**config.mk**
```make
export PLATFORM = sky130hd
export DESIGN_NAME = disk_sector_bitmap_allocator
export DESIGN_NICKNAME = d
export VERILOG_FILES = /design/src/hdl/dsba_pkg.sv /design/src/hdl/dsba_map.sv /design/src/hdl/dsba_seq.sv /design/src/hdl/disk_sector_bitmap_allocator.sv
export SDC_FILE = /design/constraint.sdc
export NUM_CORES = 1
export LEC_CHECK = 0
export BUFFER_PORTS_ARGS = -buffer_cell sky130_fd_sc_hd__buf_4
export CORE_ASPECT_RATIO = 1.25
export CORE_UTILIZATION = 23
export CTS_BUF_LIST = sky130_fd_sc_hd__clkbuf_8
export DETAILED_ROUTE_END_ITERATION = 10
export GPL_ROUTABILITY_DRIVEN = 0
export PLACE_DENSITY_LB_ADDON = 0.12
export SLEW_MARGIN = 20
export SYNTH_ARGS = -nofsm -noshare
export SYNTH_HDL_FRONTEND = slang
export SYNTH_SLANG_ARGS = --single-unit
```
**constraint.sdc**
```tcl
create_clock -name clk_i -period 6.4 [get_ports clk_i]
set_clock_uncertainty 0.05 [all_clocks]
set_input_delay 1.92 -clock clk_i [delete_from_list [all_inputs] [get_ports clk_i]]
set_output_delay 1.92 -clock clk_i [all_outputs]
set_load 0.01 [all_outputs]
```
**src/hdl/dsba_pkg.sv**
```systemverilog
// Package for the disk sector bitmap allocator.
// Holds widths, codes, map word and port structs, and zone and mask helpers.
// No dependencies.
`timescale 1ns / 1ps
`default_nettype none

package dsba_pkg;

  localparam int NUM_TRACKS = 35;
  localparam int DIR_TRACK  = 18;
  localparam int TRK_W      = 6;
  localparam int SEC_W      = 5;
  localparam int BITS_W     = 21;
  localparam int CNT_W      = 5;
  localparam int TOTAL_W    = 10;
  localparam int TRK_IDX_W  = $clog2(NUM_TRACKS);
  localparam int STEP_W     = $clog2(NUM_TRACKS + 1);

  localparam logic [1:0] KIND_ALLOC = 2'd0;
  localparam logic [1:0] KIND_FREE  = 2'd1;
  localparam logic [1:0] KIND_FIND  = 2'd2;

  localparam logic [1:0] STAT_OK   = 2'd0;
  localparam logic [1:0] STAT_SAME = 2'd1;
  localparam logic [1:0] STAT_NONE = 2'd2;
  localparam logic [1:0] STAT_BAD  = 2'd3;

  typedef struct packed {
    logic [CNT_W-1:0]  count;
    logic [BITS_W-1:0] bits;
  } map_word_t;

  typedef struct packed {
    logic                 en;
    logic [TRK_IDX_W-1:0] addr;
  } map_rd_t;

  typedef struct packed {
    logic                 en;
    logic [TRK_IDX_W-1:0] addr;
    map_word_t            word;
  } map_wr_t;

  typedef struct packed {
    logic [1:0]         status;
    logic               was_free;
    logic [TRK_W-1:0]   found_track;
    logic [SEC_W-1:0]   found_sector;
    logic [TOTAL_W-1:0] blocks_free;
  } res_t;

  function automatic logic [CNT_W-1:0] zone_count(input logic [TRK_W-1:0] t);
    logic [CNT_W-1:0] c;
    if (t <= TRK_W'(17)) begin
      c = CNT_W'(21);
    end else if (t <= TRK_W'(24)) begin
      c = CNT_W'(19);
    end else if (t <= TRK_W'(30)) begin
      c = CNT_W'(18);
    end else begin
      c = CNT_W'(17);
    end
    return c;
  endfunction

  function automatic logic [BITS_W-1:0] low_mask(input logic [SEC_W-1:0] n);
    logic [BITS_W-1:0] m;
    for (int i = 0; i < BITS_W; i++) begin
      m[i] = (SEC_W'(i) < n);
    end
    return m;
  endfunction

  function automatic logic [SEC_W-1:0] lowest_bit(input logic [BITS_W-1:0] v);
    logic [SEC_W-1:0] r;
    r = '0;
    for (int i = BITS_W - 1; i >= 0; i--) begin
      if (v[i]) begin
        r = SEC_W'(i);
      end
    end
    return r;
  endfunction

  function automatic map_word_t init_word(input logic [TRK_IDX_W-1:0] idx);
    map_word_t        w;
    logic [TRK_W-1:0] t;
    t = TRK_W'(idx) + TRK_W'(1);
    if (t == TRK_W'(DIR_TRACK)) begin
      w = '0;
    end else begin
      w.count = zone_count(t);
      w.bits  = low_mask(zone_count(t));
    end
    return w;
  endfunction

  function automatic logic [TOTAL_W-1:0] init_total();
    logic [TOTAL_W-1:0] s;
    s = '0;
    for (int t = 1; t <= NUM_TRACKS; t++) begin
      if (t != DIR_TRACK) begin
        s = s + TOTAL_W'(zone_count(TRK_W'(t)));
      end
    end
    return s;
  endfunction

  localparam logic [TOTAL_W-1:0] TOTAL_RESET = init_total();

endpackage

`default_nettype wire

```
**src/hdl/dsba_map.sv**
```systemverilog
// Track map store: one word per track with free bits and free count.
// Synchronous memory with registered read; never-written entries read as reset value.
// Depends on dsba_pkg.
`timescale 1ns / 1ps
`default_nettype none

module dsba_map
  import dsba_pkg::*;
(
  input  wire logic      clk_i,
  input  wire logic      rst_ni,
  input  wire map_rd_t   rd_i,
  input  wire map_wr_t   wr_i,
  output map_word_t      rd_word_o
);

  map_word_t              mem_q [NUM_TRACKS];
  logic [NUM_TRACKS-1:0]  written_q;
  map_word_t              rd_word_q;
  logic [TRK_IDX_W-1:0]   rd_addr_q;
  logic                   rd_init_q;

  always_ff @(posedge clk_i or negedge rst_ni) begin
    if (!rst_ni) begin
      written_q <= '0;
    end else if (wr_i.en) begin
      written_q[wr_i.addr] <= 1'b1;
    end
  end

  always_ff @(posedge clk_i) begin
    if (wr_i.en) begin
      mem_q[wr_i.addr] <= wr_i.word;
    end
    if (rd_i.en) begin
      rd_word_q <= mem_q[rd_i.addr];
      rd_addr_q <= rd_i.addr;
      rd_init_q <= !written_q[rd_i.addr];
    end
  end

  assign rd_word_o = rd_init_q ? init_word(rd_addr_q) : rd_word_q;

endmodule

`default_nettype wire

```
**src/hdl/dsba_seq.sv**
```systemverilog
// Sequencer: decodes an item, reads the track map, updates it or scans for a free sector.
// Holds the free total and the pending result.
// Depends on dsba_pkg and drives dsba_map.
`timescale 1ns / 1ps
`default_nettype none

module dsba_seq
  import dsba_pkg::*;
(
  input  wire logic              clk_i,
  input  wire logic              rst_ni,
  input  wire logic              in_valid_i,
  output      logic              in_ready_o,
  input  wire logic [1:0]        kind_i,
  input  wire logic [TRK_W-1:0]  track_i,
  input  wire logic [SEC_W-1:0]  sector_i,
  output map_rd_t                rd_o,
  output map_wr_t                wr_o,
  input  wire map_word_t         rd_word_i,
  output      logic              res_valid_o,
  input  wire logic              res_ready_i,
  output res_t                   res_o
);

  localparam logic [1:0] S_IDLE = 2'd0;
  localparam logic [1:0] S_READ = 2'd1;
  localparam logic [1:0] S_SCAN = 2'd2;
  localparam logic [1:0] S_DONE = 2'd3;

  localparam logic [STEP_W-1:0] LAST_STEP = STEP_W'(NUM_TRACKS);

  logic [1:0]         state_q, state_d;
  logic [1:0]         kind_q, kind_d;
  logic [TRK_W-1:0]   trk_q, trk_d;
  logic [SEC_W-1:0]   sec_q, sec_d;
  logic [TRK_W-1:0]   cur_q, cur_d;
  logic [STEP_W-1:0]  step_q, step_d;
  logic [TOTAL_W-1:0] total_q, total_d;
  res_t               res_q, res_d;

  logic               addr_ok;
  logic               was_bit;
  logic [BITS_W-1:0]  scan_mask;
  logic [BITS_W-1:0]  hits;
  logic [TRK_W-1:0]   cur_next;
  logic               not_dir;

  assign addr_ok = (kind_i inside {KIND_ALLOC, KIND_FREE, KIND_FIND})
                && (track_i != '0) && (track_i <= TRK_W'(NUM_TRACKS))
                && (sector_i < zone_count(track_i));
  assign was_bit  = rd_word_i.bits[sec_q];
  assign not_dir  = (trk_q != TRK_W'(DIR_TRACK));
  assign cur_next = (cur_q == TRK_W'(NUM_TRACKS)) ? TRK_W'(1) : cur_q + TRK_W'(1);

  always_comb begin
    if (step_q == '0) begin
      scan_mask = low_mask(zone_count(cur_q)) & ~low_mask(sec_q);
    end else if (step_q == LAST_STEP) begin
      scan_mask = low_mask(sec_q);
    end else begin
      scan_mask = low_mask(zone_count(cur_q));
    end
    hits = rd_word_i.bits & scan_mask;
  end

  always_comb begin
    state_d     = state_q;
    kind_d      = kind_q;
    trk_d       = trk_q;
    sec_d       = sec_q;
    cur_d       = cur_q;
    step_d      = step_q;
    total_d     = total_q;
    res_d       = res_q;
    rd_o        = '0;
    wr_o        = '0;
    in_ready_o  = 1'b0;
    res_valid_o = 1'b0;

    case (state_q)
      S_IDLE: begin
        in_ready_o = 1'b1;
        if (in_valid_i) begin
          kind_d = kind_i;
          trk_d  = track_i;
          sec_d  = sector_i;
          cur_d  = track_i;
          step_d = '0;
          res_d  = '0;
          res_d.blocks_free = total_q;
          if (!addr_ok) begin
            res_d.status = STAT_BAD;
            state_d      = S_DONE;
          end else begin
            rd_o.en   = 1'b1;
            rd_o.addr = TRK_IDX_W'(track_i - TRK_W'(1));
            state_d   = (kind_i == KIND_FIND) ? S_SCAN : S_READ;
          end
        end
      end
      S_READ: begin
        res_d.was_free = was_bit;
        wr_o.addr      = TRK_IDX_W'(trk_q - TRK_W'(1));
        wr_o.word      = rd_word_i;
        if ((kind_q == KIND_ALLOC) == was_bit) begin
          wr_o.en                = 1'b1;
          wr_o.word.bits[sec_q]  = !was_bit;
          res_d.status           = STAT_OK;
          if (was_bit) begin
            wr_o.word.count = rd_word_i.count - CNT_W'(1);
            if (not_dir) begin
              total_d = total_q - TOTAL_W'(1);
            end
          end else begin
            wr_o.word.count = rd_word_i.count + CNT_W'(1);
            if (not_dir) begin
              total_d = total_q + TOTAL_W'(1);
            end
          end
        end else begin
          res_d.status = STAT_SAME;
        end
        res_d.blocks_free = total_d;
        state_d = S_DONE;
      end
      S_SCAN: begin
        if (step_q == '0) begin
          res_d.was_free = was_bit;
        end
        if (hits != '0) begin
          res_d.status       = STAT_OK;
          res_d.found_track  = cur_q;
          res_d.found_sector = lowest_bit(hits);
          state_d            = S_DONE;
        end else if (step_q == LAST_STEP) begin
          res_d.status = STAT_NONE;
          state_d      = S_DONE;
        end else begin
          cur_d     = cur_next;
          step_d    = step_q + STEP_W'(1);
          rd_o.en   = 1'b1;
          rd_o.addr = TRK_IDX_W'(cur_next - TRK_W'(1));
        end
      end
      S_DONE: begin
        res_valid_o = 1'b1;
        if (res_ready_i) begin
          state_d = S_IDLE;
        end
      end
      default: begin
        state_d = S_IDLE;
      end
    endcase
  end

  always_ff @(posedge clk_i or negedge rst_ni) begin
    if (!rst_ni) begin
      state_q <= S_IDLE;
      total_q <= TOTAL_RESET;
    end else begin
      state_q <= state_d;
      total_q <= total_d;
    end
  end

  always_ff @(posedge clk_i) begin
    kind_q <= kind_d;
    trk_q  <= trk_d;
    sec_q  <= sec_d;
    cur_q  <= cur_d;
    step_q <= step_d;
    res_q  <= res_d;
  end

  assign res_o = res_q;

endmodule

`default_nettype wire

```
**src/hdl/disk_sector_bitmap_allocator.sv**
```systemverilog
// A search reads one track word per cycle from the map.
// Throughput: one item at a time; the next item is taken once the sequencer is idle,
// while the previous result may still wait in the output register.
// Reset: all sectors free except track 18, free total 664; no clearing pass.
// Top level of the disk sector bitmap allocator; depends on dsba_pkg, dsba_map, dsba_seq.
`timescale 1ns / 1ps
`default_nettype none

module disk_sector_bitmap_allocator
  import dsba_pkg::*;
(
  input  wire logic        clk_i,
  input  wire logic        rst_ni,
  input  wire logic        s_axis_tvalid,
  output      logic        s_axis_tready,
  input  wire logic [15:0] s_axis_tdata,  // track[5:0], sector[10:6], zero[15:11]
  input  wire logic [1:0]  s_axis_tuser,  // kind[1:0]
  output      logic        m_axis_tvalid,
  input  wire logic        m_axis_tready,
  output      logic [23:0] m_axis_tdata,  // was_free[0], found_track[6:1],
                                          // found_sector[11:7], blocks_free[21:12],
                                          // zero[23:22]
  output      logic [1:0]  m_axis_tuser   // status[1:0]
);

  map_rd_t   map_rd;
  map_wr_t   map_wr;
  map_word_t map_word;
  logic      res_valid;
  logic      res_ready;
  res_t      res;
  logic      out_valid_q;
  res_t      out_q;

  dsba_map u_map (
    .clk_i     (clk_i),
    .rst_ni    (rst_ni),
    .rd_i      (map_rd),
    .wr_i      (map_wr),
    .rd_word_o (map_word)
  );

  dsba_seq u_seq (
    .clk_i       (clk_i),
    .rst_ni      (rst_ni),
    .in_valid_i  (s_axis_tvalid),
    .in_ready_o  (s_axis_tready),
    .kind_i      (s_axis_tuser),
    .track_i     (s_axis_tdata[5:0]),
    .sector_i    (s_axis_tdata[10:6]),
    .rd_o        (map_rd),
    .wr_o        (map_wr),
    .rd_word_i   (map_word),
    .res_valid_o (res_valid),
    .res_ready_i (res_ready),
    .res_o       (res)
  );

  assign res_ready = !out_valid_q || m_axis_tready;

  always_ff @(posedge clk_i or negedge rst_ni) begin
    if (!rst_ni) begin
      out_valid_q <= 1'b0;
    end else if (res_ready) begin
      out_valid_q <= res_valid;
    end
  end

  always_ff @(posedge clk_i) begin
    if (res_ready && res_valid) begin
      out_q <= res;
    end
  end

  assign m_axis_tvalid = out_valid_q;
  assign m_axis_tuser  = out_q.status;
  assign m_axis_tdata  = {2'b00, out_q.blocks_free, out_q.found_sector,
                          out_q.found_track, out_q.was_free};

endmodule

`default_nettype wire

```
==> metrics.csv <==
metric,value,unit
status,finished clean,
synth_edf_count,836,
wl_per_cell,23.1,um
hold_viol,0,
cts_resized,0,
ys_ff_latch,884,
pin_count,50,
drtIter0Drc,1576,
yosys_most_used_dff,edfxtp_1,
worst_pin_slew,0.972,ns
maxSlewHeadroom,0.350,
antenna_left,0,
max_cap_violations,0,
core.rowCount,166,
synth.top_cells.by_area,"edfxtp_1 (66%), nand2_1 (6.2%), dfrtp_1 (2.9%)",
ir_drop,0.226,mV
worstHoldStart,u_seq.res_o[14],
htree_num_levels,4,
synthCells,2948,
ys_async_sr_fraction,0.0543,
final_common_cell,edfxtp_1,
finalSetupTns,0,ns
multi_input_area,0.0108,mm^2
vias,24900,
finalPower,15.4,mW
crit_path_frequent_cell,buf_4,
port-buffer-count,42,
cts_root_buffer,clkbuf_8,
rrSetupSlack,0.44,ns
path_delay_family,simple AND/OR/NAND/NOR gates,
rsz0062_at_grt,false,
grt_pass1_vias,25100,
drv_slew,0,
hpwlAfterDp,80000,um
whs_endpoint,m_axis_tdata[11],
regArea,0.0263,mm^2
path_clk_slew,0.06,ns
dieHeight,455,um
worst_ep_arrival_time,6.49,ns
drt-pass1-iter-count,4,
worstHoldPathType,reg2reg,
area_growth_syn_to_layout,20.6,%
cts_sinks,884,
numCtsBuffers,153,
cpMaxStageDelayCell,nor2_4,
max_stage_delay,0.88,ns
hold_buffers,0,
post-route-period-util,0.931,
drive_above_1_share,0.182,
avgViaCountPerCell,4.49,
grt_pass1_wl,184000,um
min_path_cells,0,
die_area,0.166,mm^2
die_w,365,um
fin_crit,5.96,ns
max_freq,0.168,GHz
finalNetCount,3274,
cts_setup_buffers,0,
yosysTopAreaCell,edfxtp_1,
clock_latency,0.88,ns
synth_top_area_frac,0.664,
core-area,0.163,mm^2
synthDistinctLibCells,84,
synth_warnings,0,
cts_tree,done,
antenna_found_initial,4,
synth_area,0.0378,mm^2
r2r-end,u_map.mem_q[2][0],
setup_viol_count_final,0,
grt_overflow_total,0,
syn_area_per_cell,12.8,um^2
timing.rr.start,u_map.rd_addr_q[0],
grt_max_degree,51,
cellLeakagePower,16.4,nW
clock_path_buffers,3,
critPathMaxFanout,15,
remaining_drc_errors,0,
crit_buf_inv,2,
yosysSeqAreaShare,0.696,
grtUsageTotal,0.154,
worstSetupPathType,reg2reg,
worst-r2r-cell-count,14,
start_util,0.231,
fillers,16800,
final_cell_mix,"edfxtp_1 (836), nand2_1 (626), buf_4 (273)",
path_cells,"ha_1, nand2_1, o21bai_1, a31oi_2, a32oi_1, buf_4, mux4_2, o22ai_1, a2bb2oi_1, a221o_1, xor2_1, nand3_1, nor2_4, buf_4",
drt_wl_total,128000,um
worst_ep_required_time,6.93,ns
cp-end-kind,flip-flop,
worst_setup_path_start_kind,flip-flop,
power_density,337,mW/mm^2
power breakdown:
group | total [mW] | switching [mW] | internal [mW]
logic | 2.72 | 1.92 | 0.792
registers | 7.66 | 0.209 | 7.45
clock network | 4.98 | 2.43 | 2.56
kinds of logic (layout without fill, tap and decap cells):
kind of cell               Yosys count  after routing  synth area share
other                                1              9         0.0000992
AOI/OAI and AO/OA                  483            483            0.0919
muxes                              100            100            0.0275
buffers and inverters              217            612            0.0272
DFF                                884            884             0.696
adders and majority gates           24             24           0.00794
and+or+nand+nor                   1206           1206             0.142
xor gates and xnor gates            33             33           0.00764
layout make-up:
class	instances	share of cell area
Antenna cell	7	0.000384
Inverter	33	0.00310
Tap cell	2184	0.0599
Timing Repair Buffer	308	0.0603
Clock inverter	112	0.0148
Clock buffer	159	0.0480
Multi-Input combinational cell	1848	0.237
Sequential cell	884	0.577
state kept, by name, summed over array words and instances, names as in the netlist, 10 cells and up:
| name | count |
|---|---|
| u_map.mem_q | 735 |
| u_map.written_q | 35 |
| u_seq.res_o | 24 |
| m_axis_tdata | 22 |
| u_map.rd_word_q | 21 |
| u_seq.total_q | 10 |
cells in the mapped netlist (27+ instances only):
cell / n
and2_1: 27
o21ai_0: 51
inv_1: 29
nand3_1: 194
or2_2: 37
clkbuf_1: 74
mux2i_1: 96
o22ai_1: 57
and3_1: 73
nor2_1: 154
buf_2: 83
nand2_1: 627
a21oi_1: 83
edfxtp_1: 836
a31oi_1: 33
a311oi_1: 67
dfrtp_1: 44
metal layers:
metal | GRT usage | wire, um | part of all wire
met5 | 0 | 0 | 0
met4 | 0.0579 | 3950 | 0.031
met3 | 0.0229 | 3800 | 0.030
met2 | 0.275 | 66100 | 0.52
met1 | 0.187 | 54000 | 0.42
worst max path at each step:
stage | slack (ns) | endpoint | depth (start not counted) | startpoint
6_report | 0.44 | u_map.mem_q[2][0] | 14 | u_map.rd_addr_q[0]
3_5_place_dp | -0.26 | u_map.rd_word_q[11] | 23 | s_axis_tdata[0]
2_1_floorplan | 0.71 | u_map.rd_word_q[10] | 17 | s_axis_tdata[0]
4_1_cts | 0.37 | u_map.mem_q[2][5] | 14 | u_map.rd_addr_q[0]
5_1_grt | 0.14 | u_map.mem_q[2][0] | 14 | u_map.rd_addr_q[0]
3_3_place_gp | -0.22 | u_map.rd_word_q[11] | 23 | s_axis_tdata[0]
through the flow:
step / setup WS [ns] / utilization / instances / hold slack [ns] / cell area [um^2]
final: 0.441 / 0.279 / 5535 / 0.364 / 45600
after global routing: 0.141 / 0.279 / 5529 / 0.373 / 45600
after CTS: 0.366 / 0.279 / 5528 / 0.369 / 45600
after detailed placement: -0.258 / 0.261 / 5257 / 0.355 / 42700
after global placement: -0.221 / 0.261 / 5257 / 0.350 / 42700
after floorplan: 0.710 / - / 2949 / 0.350 / 37800
(Power assumes the default switching activity.)
